[config.mk]
export PLATFORM = sky130hd
export DESIGN_NAME = sha256_stream_hasher_top
export DESIGN_NICKNAME = d
export VERILOG_FILES = /design/src/hw/rtl/sha_pkg.sv /design/src/hw/rtl/sha_datapath.sv /design/src/hw/rtl/sha_ctrl.sv /design/src/hw/rtl/sha256_stream_hasher_top.sv
export VERILOG_INCLUDE_DIRS = /design/src /design/src/hw/rtl
export SDC_FILE = /design/constraint.sdc
export NUM_CORES = 2
export LEC_CHECK = 0
export BUFFER_PORTS_ARGS = -buffer_cell sky130_fd_sc_hd__clkbuf_2
export CORE_ASPECT_RATIO = 1.75
export CORE_MARGIN = 4
export CORE_UTILIZATION = 55
export DETAILED_ROUTE_END_ITERATION = 10
export GPL_TIMING_DRIVEN = 0
export PLACE_DENSITY = 0.76
export SYNTH_ARGS = -nofsm -noshare
export SYNTH_HDL_FRONTEND = slang
export SYNTH_SLANG_ARGS = --single-unit
[constraint.sdc]
create_clock -name i_clk -period 15 [get_ports i_clk]
set_input_delay 1.5 -clock i_clk [delete_from_list [all_inputs] [get_ports i_clk]]
set_output_delay 1.5 -clock i_clk [all_outputs]
set_load 0.1 [all_outputs]
[src/hw/rtl/sha256_stream_hasher_top_macros.svh]
// Assertion macros for the SHA-256 stream hasher.
// Included by the modules that carry concurrent assertions.
`ifndef SHA256_STREAM_HASHER_TOP_MACROS_SVH
`define SHA256_STREAM_HASHER_TOP_MACROS_SVH

// Implication checked on every rising clock edge, disabled while in reset.
`define SHA_ASSERT_IMP(label, clk, rst_n, ante, cons, msg) \
    label: assert property (@(posedge clk) disable iff (!rst_n) (ante) |-> (cons)) \
        else $error(msg);

// Next-cycle implication, disabled while in reset.
`define SHA_ASSERT_NXT(label, clk, rst_n, ante, cons, msg) \
    label: assert property (@(posedge clk) disable iff (!rst_n) (ante) |=> (cons)) \
        else $error(msg);

`endif

[src/hw/rtl/sha_pkg.sv]
// Shared types and constants for the SHA-256 stream hasher.
// No dependencies.
`timescale 1ns / 1ps

package sha_pkg;

    typedef enum logic [2:0] {
        ST_IDLE,
        ST_EXPAND,
        ST_ROUND,
        ST_UPDATE,
        ST_PAD,
        ST_OUT
    } t_state;

    // Controller to datapath commands.
    typedef struct packed {
        logic       store;      // write byte_val into the block buffer
        logic [7:0] byte_val;
        logic       load_init;  // restore initial hash words and clear count
        logic       add_bits;   // count eight more message bits
        logic       snap_len;   // latch bit count for padding
        logic       start;      // load working vars from hash words
        logic       round;      // run one round
        logic       update;     // fold working vars into hash words
    } t_cmd;

    typedef logic [31:0] t_word;

    localparam logic [7:0] PAD_BYTE = 8'h80;
    localparam logic [5:0] LEN_POS  = 6'd56;

    localparam t_word INIT_H [8] = '{
        32'h6a09e667, 32'hbb67ae85, 32'h3c6ef372, 32'ha54ff53a,
        32'h510e527f, 32'h9b05688c, 32'h1f83d9ab, 32'h5be0cd19
    };

    function automatic t_word k_const(input logic [5:0] idx);
        t_word k;
        case (idx)
            6'd0: k = 32'h428a2f98;  6'd1: k = 32'h71374491;
            6'd2: k = 32'hb5c0fbcf;  6'd3: k = 32'he9b5dba5;
            6'd4: k = 32'h3956c25b;  6'd5: k = 32'h59f111f1;
            6'd6: k = 32'h923f82a4;  6'd7: k = 32'hab1c5ed5;
            6'd8: k = 32'hd807aa98;  6'd9: k = 32'h12835b01;
            6'd10: k = 32'h243185be; 6'd11: k = 32'h550c7dc3;
            6'd12: k = 32'h72be5d74; 6'd13: k = 32'h80deb1fe;
            6'd14: k = 32'h9bdc06a7; 6'd15: k = 32'hc19bf174;
            6'd16: k = 32'he49b69c1; 6'd17: k = 32'hefbe4786;
            6'd18: k = 32'h0fc19dc6; 6'd19: k = 32'h240ca1cc;
            6'd20: k = 32'h2de92c6f; 6'd21: k = 32'h4a7484aa;
            6'd22: k = 32'h5cb0a9dc; 6'd23: k = 32'h76f988da;
            6'd24: k = 32'h983e5152; 6'd25: k = 32'ha831c66d;
            6'd26: k = 32'hb00327c8; 6'd27: k = 32'hbf597fc7;
            6'd28: k = 32'hc6e00bf3; 6'd29: k = 32'hd5a79147;
            6'd30: k = 32'h06ca6351; 6'd31: k = 32'h14292967;
            6'd32: k = 32'h27b70a85; 6'd33: k = 32'h2e1b2138;
            6'd34: k = 32'h4d2c6dfc; 6'd35: k = 32'h53380d13;
            6'd36: k = 32'h650a7354; 6'd37: k = 32'h766a0abb;
            6'd38: k = 32'h81c2c92e; 6'd39: k = 32'h92722c85;
            6'd40: k = 32'ha2bfe8a1; 6'd41: k = 32'ha81a664b;
            6'd42: k = 32'hc24b8b70; 6'd43: k = 32'hc76c51a3;
            6'd44: k = 32'hd192e819; 6'd45: k = 32'hd6990624;
            6'd46: k = 32'hf40e3585; 6'd47: k = 32'h106aa070;
            6'd48: k = 32'h19a4c116; 6'd49: k = 32'h1e376c08;
            6'd50: k = 32'h2748774c; 6'd51: k = 32'h34b0bcb5;
            6'd52: k = 32'h391c0cb3; 6'd53: k = 32'h4ed8aa4a;
            6'd54: k = 32'h5b9cca4f; 6'd55: k = 32'h682e6ff3;
            6'd56: k = 32'h748f82ee; 6'd57: k = 32'h78a5636f;
            6'd58: k = 32'h84c87814; 6'd59: k = 32'h8cc70208;
            6'd60: k = 32'h90befffa; 6'd61: k = 32'ha4506ceb;
            6'd62: k = 32'hbef9a3f7; 6'd63: k = 32'hc67178f2;
            default: k = 32'h0;
        endcase
        return k;
    endfunction

endpackage

[src/hw/rtl/sha_datapath.sv]
// SHA-256 datapath: schedule window (also holds the incoming block), round logic,
// hash words. Depends on sha_pkg.
`timescale 1ns / 1ps

module sha_datapath (
    input  logic               i_clk,
    input  logic               i_rst_n,
    input  sha_pkg::t_cmd      i_cmd,
    input  logic [5:0]         i_idx,      // byte index on store, round on round
    input  logic [2:0]         i_word_sel,
    output logic [63:0]        o_len,
    output sha_pkg::t_word     o_word
);

    sha_pkg::t_word r_w   [16];
    sha_pkg::t_word r_h   [8];
    sha_pkg::t_word r_v   [8];
    logic [63:0]    r_bits;
    logic [63:0]    r_len;

    sha_pkg::t_word w_cur, s0, s1, w_new, ep0, ep1, ch, maj, t1, t2;

    // Round i uses window slot 0; the window shifts each round.
    assign w_cur = r_w[0];
    assign s0 = {r_w[1][6:0], r_w[1][31:7]} ^ {r_w[1][17:0], r_w[1][31:18]}
              ^ (r_w[1] >> 3);
    assign s1 = {r_w[14][16:0], r_w[14][31:17]} ^ {r_w[14][18:0], r_w[14][31:19]}
              ^ (r_w[14] >> 10);
    assign w_new = r_w[0] + s0 + r_w[9] + s1;
    assign ep1 = {r_v[4][5:0], r_v[4][31:6]} ^ {r_v[4][10:0], r_v[4][31:11]}
               ^ {r_v[4][24:0], r_v[4][31:25]};
    assign ch  = (r_v[4] & r_v[5]) ^ (~r_v[4] & r_v[6]);
    assign t1  = r_v[7] + ep1 + ch + sha_pkg::k_const(i_idx) + w_cur;
    assign ep0 = {r_v[0][1:0], r_v[0][31:2]} ^ {r_v[0][12:0], r_v[0][31:13]}
               ^ {r_v[0][21:0], r_v[0][31:22]};
    assign maj = (r_v[0] & r_v[1]) ^ (r_v[0] & r_v[2]) ^ (r_v[1] & r_v[2]);
    assign t2  = ep0 + maj;

    // Message bytes land big-endian straight in the window; all 64 are
    // rewritten before each compression.
    always_ff @(posedge i_clk) begin
        if (i_cmd.store) begin
            case (i_idx[1:0])
                2'd0: r_w[i_idx[5:2]][31:24] <= i_cmd.byte_val;
                2'd1: r_w[i_idx[5:2]][23:16] <= i_cmd.byte_val;
                2'd2: r_w[i_idx[5:2]][15:8]  <= i_cmd.byte_val;
                default: r_w[i_idx[5:2]][7:0] <= i_cmd.byte_val;
            endcase
        end else if (i_cmd.round) begin
            for (int i = 0; i < 15; i++) begin
                r_w[i] <= r_w[i+1];
            end
            r_w[15] <= w_new;
        end
    end

    always_ff @(posedge i_clk) begin
        if (i_cmd.start) begin
            for (int i = 0; i < 8; i++) begin
                r_v[i] <= r_h[i];
            end
        end else if (i_cmd.round) begin
            r_v[7] <= r_v[6];
            r_v[6] <= r_v[5];
            r_v[5] <= r_v[4];
            r_v[4] <= r_v[3] + t1;
            r_v[3] <= r_v[2];
            r_v[2] <= r_v[1];
            r_v[1] <= r_v[0];
            r_v[0] <= t1 + t2;
        end
    end

    always_ff @(posedge i_clk) begin
        if (!i_rst_n || i_cmd.load_init) begin
            for (int i = 0; i < 8; i++) begin
                r_h[i] <= sha_pkg::INIT_H[i];
            end
            r_bits <= '0;
        end else begin
            if (i_cmd.update) begin
                for (int i = 0; i < 8; i++) begin
                    r_h[i] <= r_h[i] + r_v[i];
                end
            end
            if (i_cmd.add_bits) begin
                r_bits <= r_bits + 64'd8;
            end
        end
    end

    always_ff @(posedge i_clk) begin
        if (i_cmd.snap_len) begin
            r_len <= r_bits;
        end
    end

    assign o_len  = r_len;
    assign o_word = r_h[i_word_sel];

endmodule

[src/hw/rtl/sha_ctrl.sv]
// SHA-256 controller: byte intake, padding sequence, rounds and digest output.
// Depends on sha_pkg and the macros header.
`timescale 1ns / 1ps
`include "sha256_stream_hasher_top_macros.svh"

module sha_ctrl (
    input  logic           i_clk,
    input  logic           i_rst_n,
    input  logic           i_in_valid,
    output logic           o_in_ready,
    input  logic           i_mode,
    input  logic [7:0]     i_byte,
    input  logic [63:0]    i_len,
    output logic           o_out_valid,
    input  logic           i_out_ready,
    output logic [2:0]     o_word_sel,
    output logic           o_last,
    output sha_pkg::t_cmd  o_cmd,
    output logic [5:0]     o_idx
);

    sha_pkg::t_state r_state, n_state;
    logic [5:0] r_fill, n_fill;
    logic [5:0] r_rnd, n_rnd;
    logic       r_fin, n_fin;    // finish in progress (padding and digest output)
    logic       r_lenph, n_lenph; // length bytes reached
    logic [2:0] r_cnt, n_cnt;
    logic [7:0] pad_byte;

    wire in_xfer  = i_in_valid && o_in_ready;
    wire out_xfer = o_out_valid && i_out_ready;

    always_comb begin
        case (r_cnt)
            3'd0: pad_byte = i_len[63:56];
            3'd1: pad_byte = i_len[55:48];
            3'd2: pad_byte = i_len[47:40];
            3'd3: pad_byte = i_len[39:32];
            3'd4: pad_byte = i_len[31:24];
            3'd5: pad_byte = i_len[23:16];
            3'd6: pad_byte = i_len[15:8];
            3'd7: pad_byte = i_len[7:0];
            default: pad_byte = '0;
        endcase
        if (!r_lenph) begin
            pad_byte = (r_cnt == 3'd0) ? sha_pkg::PAD_BYTE : 8'h00;
        end
    end

    always_ff @(posedge i_clk) begin
        if (!i_rst_n) begin
            r_state <= sha_pkg::ST_IDLE;
            r_fill  <= '0;
            r_rnd   <= '0;
            r_fin   <= 1'b0;
            r_lenph <= 1'b0;
            r_cnt   <= '0;
        end else begin
            r_state <= n_state;
            r_fill  <= n_fill;
            r_rnd   <= n_rnd;
            r_fin   <= n_fin;
            r_lenph <= n_lenph;
            r_cnt   <= n_cnt;
        end
    end

    // Next state and counters.
    always_comb begin
        n_state = r_state;
        n_fill  = r_fill;
        n_rnd   = r_rnd;
        n_fin   = r_fin;
        n_lenph = r_lenph;
        n_cnt   = r_cnt;
        case (r_state)
            sha_pkg::ST_IDLE: begin
                if (in_xfer) begin
                    if (i_mode) begin
                        n_fin   = 1'b1;
                        n_lenph = 1'b0;
                        n_cnt   = '0;
                        n_state = sha_pkg::ST_PAD;
                    end else begin
                        n_fill = r_fill + 6'd1;
                        if (r_fill == 6'd63) begin
                            n_state = sha_pkg::ST_EXPAND;
                        end
                    end
                end
            end
            sha_pkg::ST_PAD: begin
                n_fill = r_fill + 6'd1;
                if (r_lenph) begin
                    n_cnt = r_cnt + 3'd1;
                end else if (n_fill == sha_pkg::LEN_POS) begin
                    n_lenph = 1'b1;
                    n_cnt   = '0;
                end else begin
                    n_cnt = 3'd1;
                end
                if (r_fill == 6'd63) begin
                    n_state = sha_pkg::ST_EXPAND;
                end
            end
            sha_pkg::ST_EXPAND: begin
                n_rnd   = '0;
                n_state = sha_pkg::ST_ROUND;
            end
            sha_pkg::ST_ROUND: begin
                n_rnd = r_rnd + 6'd1;
                if (r_rnd == 6'd63) begin
                    n_state = sha_pkg::ST_UPDATE;
                end
            end
            sha_pkg::ST_UPDATE: begin
                if (!r_fin) begin
                    n_state = sha_pkg::ST_IDLE;
                end else if (r_lenph) begin
                    n_cnt   = '0;
                    n_state = sha_pkg::ST_OUT;
                end else begin
                    n_state = sha_pkg::ST_PAD;
                end
            end
            sha_pkg::ST_OUT: begin
                if (out_xfer) begin
                    n_cnt = r_cnt + 3'd1;
                    if (r_cnt == 3'd7) begin
                        n_fin   = 1'b0;
                        n_lenph = 1'b0;
                        n_fill  = '0;
                        n_state = sha_pkg::ST_IDLE;
                    end
                end
            end
            default: n_state = sha_pkg::ST_IDLE;
        endcase
    end

    // Outputs and datapath commands.
    always_comb begin
        o_cmd       = '0;
        o_idx       = r_fill;
        o_in_ready  = 1'b0;
        o_out_valid = 1'b0;
        case (r_state)
            sha_pkg::ST_IDLE: begin
                o_in_ready       = 1'b1;
                o_cmd.store      = in_xfer && !i_mode;
                o_cmd.byte_val   = i_byte;
                o_cmd.add_bits   = in_xfer && !i_mode;
                o_cmd.snap_len   = in_xfer && i_mode;
            end
            sha_pkg::ST_PAD: begin
                o_cmd.store    = 1'b1;
                o_cmd.byte_val = pad_byte;
            end
            sha_pkg::ST_EXPAND: o_cmd.start = 1'b1;
            sha_pkg::ST_ROUND: begin
                o_cmd.round = 1'b1;
                o_idx       = r_rnd;
            end
            sha_pkg::ST_UPDATE: o_cmd.update = 1'b1;
            sha_pkg::ST_OUT: begin
                o_out_valid     = 1'b1;
                o_cmd.load_init = out_xfer && (r_cnt == 3'd7);
            end
            default: o_cmd = '0;
        endcase
    end

    assign o_word_sel = r_cnt;
    assign o_last     = (r_cnt == 3'd7);

    `SHA_ASSERT_IMP(a_out_only_fin, i_clk, i_rst_n, o_out_valid, r_fin && r_lenph,
        "digest shown outside finish")
    `SHA_ASSERT_IMP(a_ready_idle, i_clk, i_rst_n, o_in_ready, !o_out_valid,
        "input and output active together")
    `SHA_ASSERT_NXT(a_round_end, i_clk, i_rst_n,
        (r_state == sha_pkg::ST_ROUND) && (r_rnd == 6'd63),
        r_state == sha_pkg::ST_UPDATE, "round count overrun")

endmodule

[src/hw/rtl/sha256_stream_hasher_top.sv]
// Channel   | Dir | Payload
// s_axis    | in  | tdata[7:0] data byte, tuser[0] finish
// m_axis    | out | tdata[31:0] digest word, tuser[2:0] word index, tlast last word
// Data bytes are taken only while idle; each 64th byte starts a compression (load,
// 64 rounds, hash update) on the single shared round unit, and input is held off until
// it ends. A finish pads through 1 to 2 blocks, one pad byte at a time, then gives eight words.
// Synchronous active-low reset restores the initial hash; output stalls hold.
// Top level of the SHA-256 stream hasher; depends on sha_pkg, sha_ctrl, sha_datapath.
`timescale 1ns / 1ps

module sha256_stream_hasher_top (
    input  logic        i_clk,
    input  logic        i_rst_n,
    input  logic        s_axis_tvalid,
    output logic        s_axis_tready,
    input  logic [7:0]  s_axis_tdata,   // [7:0] data_byte
    input  logic        s_axis_tuser,   // [0] mode
    output logic        m_axis_tvalid,
    input  logic        m_axis_tready,
    output logic [31:0] m_axis_tdata,   // [31:0] digest_word
    output logic [2:0]  m_axis_tuser,   // [2:0] word_index
    output logic        m_axis_tlast    // last_word
);

    sha_pkg::t_cmd cmd;
    logic [5:0]    idx;
    logic [2:0]    word_sel;
    logic [63:0]   len;

    sha_ctrl u_ctrl (
        .i_clk       (i_clk),
        .i_rst_n     (i_rst_n),
        .i_in_valid  (s_axis_tvalid),
        .o_in_ready  (s_axis_tready),
        .i_mode      (s_axis_tuser),
        .i_byte      (s_axis_tdata),
        .i_len       (len),
        .o_out_valid (m_axis_tvalid),
        .i_out_ready (m_axis_tready),
        .o_word_sel  (word_sel),
        .o_last      (m_axis_tlast),
        .o_cmd       (cmd),
        .o_idx       (idx)
    );

    sha_datapath u_dp (
        .i_clk      (i_clk),
        .i_rst_n    (i_rst_n),
        .i_cmd      (cmd),
        .i_idx      (idx),
        .i_word_sel (word_sel),
        .o_len      (len),
        .o_word     (m_axis_tdata)
    );

    assign m_axis_tuser = word_sel;

endmodule
==> impl_metrics.toml <==
[run_status]
status = "finished with violations"
violations = "capacitance limit, slew limit"

[global_route]
grt_pass1_vias = 61610
grt_overflow = 0
grt_max_degree = 56
grt_first_pass_wirelength_um = 417000
grt_use_total_pct = 41.0
antenna_found_initial = 14

[power]
powerDensity_mw_per_mm2 = 118
leakage_nw = 33.4
ir_drop_uv = 146
finalPower_mw = 9.66

[routing]
ant_nets = 0
vias = 60002
via_per_inst = 6.48
drt_first_iter_violations = 5630
routed_wirelength_um = 296000
first_pass_iters = 8
drc = 0
routedWlPerCell_um = 32.0

[placement]
port_buffers = 50
place.gp.congestion = 1.05
dp_hpwl_um = 233000
place_area_mm2 = 0.0782
placed_cells = 9040

[synthesis]
synth_nets = 7757
yosysTopAreaCell = "edfxtp_1"
synth_edf_count = 1085
ys_types = 91
seq_area_frac_synth_pct = 45.6
yosysMostFrequentCell = "edfxtp_1"
async_flop_share_pct = 0
ys.flop_type = "edfxtp_1"
syn_inst = 7152
synth.cell_area_mm2 = 0.0751
synth_seq_cells = 1169
synth_top_area_share_pct = 43.4
synthTopCellsByArea = "edfxtp_1 (43%), a21o_1 (7.0%), ha_1 (6.6%)"
ys_top_cells_by_count = "edfxtp_1 (1085), nand2_1 (994), a21o_1 (700)"
synth_area_per_cell_um2 = 10.5
ys_warn_count = 0

[cts]
cts_tree = "done"
cts_buffer_depth = 3
cts_root_buf = "clkbuf_16"
h-tree-depth = 3
clkLatencyLatePin_ns = 0.78
path_clk_slew_ns = 0.07
numCtsBuffers = 109
numClockSinks = 1169
post_cts_resized = 0
post_cts_buffers = 0
holdBufCountCts = 0

[timing]
fin_crit_sh_pct = 91.6
final_hold_viol_count = 0
rsz0062_at_grt = "false"
fin_setup_tns_ns = 0
whs_ns = 0.459
setup_viol = 0
slew_viol_final = 24
min_period_ns = 13.73
slew_headroom_pct = -3.14
clock_skew_ns = 0.0571
fmax_mhz = 72.8
tightest_slew_ns = 1.55

[critical_path]
cp-start-kind = "flip-flop"
crit_type = "flip-flop to flip-flop"
worstSetupEndpointType = "flip-flop"
cp_max_fo = 15
r2r_cells = 41
max_stage_delay_ns = 0.95
reg2reg_slack_ns = 1.27
worst_path_max_delay_cell = "clkbuf_1"
r2r-start = "u_ctrl.r_state[1]$_SDFFE_PN0P_"
crit_required_ns = 15.47
crit_top_cell = "inv_1"
crit_path_start = "u_ctrl.r_state[1]$_SDFFE_PN0P_"
worstPathArrival_ns = 14.21
reg2reg_to = "u_dp.r_v[0][28]$_DFFE_PP_"

[floorplan]
die_w_um = 287
coreArea_mm2 = 0.136
start_util_pct = 55.3
die_h_um = 497
die_area_mm2 = 0.143
io_pins = 51
rows = 179

[final_layout]
fin_cells = 9264
drive_above_1_share_pct = 6.05
final_cell_area_mm2 = 0.0821
syn2layout_area_growth_pct = 9.39
nNetsFinal = 7949

[worst_hold_path]
hold_path.class = "flip-flop to flip-flop"
min_to = "u_dp.o_len[63]$_DFFE_PP_"
min_path_cells = 0
hold_start = "u_dp.r_bits[63]$_SDFFE_PP0P_"

[run]
drv_cap = 5
## cell families (layout without fill, tap and decap cells)
kind of cell               count (synthesis)  in the layout  synth area share (%)
muxes                                    145            145                  3.08
other                                      0             18                     0
buffers and inverters                    745           1029                  3.74
DFF                                     1169           1169                  45.6
and+or+nand+nor                         1939           1939                  11.4
AOI/OAI and AO/OA                       1952           1952                  17.2
adders and majority gates                595            595                  11.9
xor gates and xnor gates                 607            607                  7.10
## per-stage QoR
stage / util, % / setup WS, ns
after floorplan: - / 1.88
after CTS: 60.5 / 1.99
final: 60.5 / 1.27
after global placement: 57.2 / -5.94
after global routing: 60.5 / 1.33
after detailed placement: 57.6 / 1.96
## worst max path at each step
stage	slack, ns	end	cells after the start
finish	1.27	u_dp.r_v[0][28]$_DFFE_PP_	41
global route	1.33	u_dp.r_v[0][28]$_DFFE_PP_	41
CTS	1.99	u_dp.r_v[0][28]$_DFFE_PP_	41
detailed placement	1.96	u_dp.r_v[0][28]$_DFFE_PP_	41
global placement	-5.94	u_ctrl.r_rnd[2]$_SDFFE_PN0P_	6
floorplan	1.88	u_ctrl.r_rnd[2]$_SDFFE_PN0P_	6
## registers in the layout, indices dropped and copies added, names as in the netlist, named ones only
signal             count
u_dp.r_w             512
u_dp.o_len            61
u_ctrl.r_state         3
u_dp.r_bits           61
u_ctrl.o_word_sel      3
u_ctrl.r_rnd           6
u_ctrl.r_fin           1
u_ctrl.r_fill          6
u_ctrl.r_lenph         1
u_dp.r_v             256
u_dp.r_h             256
## cell usage in the layout, fill, tap and decap left out, types with 52 or more instances in the layout
cell type,count
edfxtp_1,1085
nand2_1,993
a21o_1,700
o21ai_0,408
ha_1,397
nor2_1,383
inv_1,374
a21oi_1,359
xnor2_1,356
clkbuf_1,342
xor2_1,248
fa_1,195
nand3_1,116
clkbuf_16,113
nor3_1,85
dfxtp_1,84
nand2b_1,72
clkbuf_2,65
mux4_2,64
o21a_1,59
a211oi_1,57
and3_1,54
nor2b_1,52
## routing by layer
layer	global-route usage [%]	vias up	part of all wire, %
li1	-	26045	-
met1	37.5	29196	29
met2	70.1	3324	49
met3	8.30	1433	7.1
met4	46.7	4	15
met5	0	-	0.0095
## area by class of cell
| class | count | area (um2) |
|---|---|---|
| diodes | 18 | 45.0 |
| well taps | 1810 | 2260 |
| multi-input cells | 5238 | 38100 |
| fillers | 11219 | 53600 |
| clock buffers | 131 | 2910 |
| plain buffers | 371 | 1420 |
| clock inverters | 72 | 912 |
| inverters | 374 | 1400 |
| repair buffers | 81 | 817 |
| flip-flops and latches | 1169 | 34300 |
## worst max-delay path: cells and delay by family, from the launching register on
family / cells / cell delay [ns]
xor+xnor: 2 / 0.56
fa+ha+maj: 7 / 2.93
flops: 1 / 0.38
compound gates: 15 / 4.70
buf+inv: 9 / 2.66
simple gates: 8 / 2.19
## power breakdown
group	switching, mW	total (mW)	internal [mW]
Combinational	1.84	2.94	1.10
Clock	1.38	3.08	1.70
Sequential	0.0402	3.64	3.60
(Power assumes the default switching activity.)
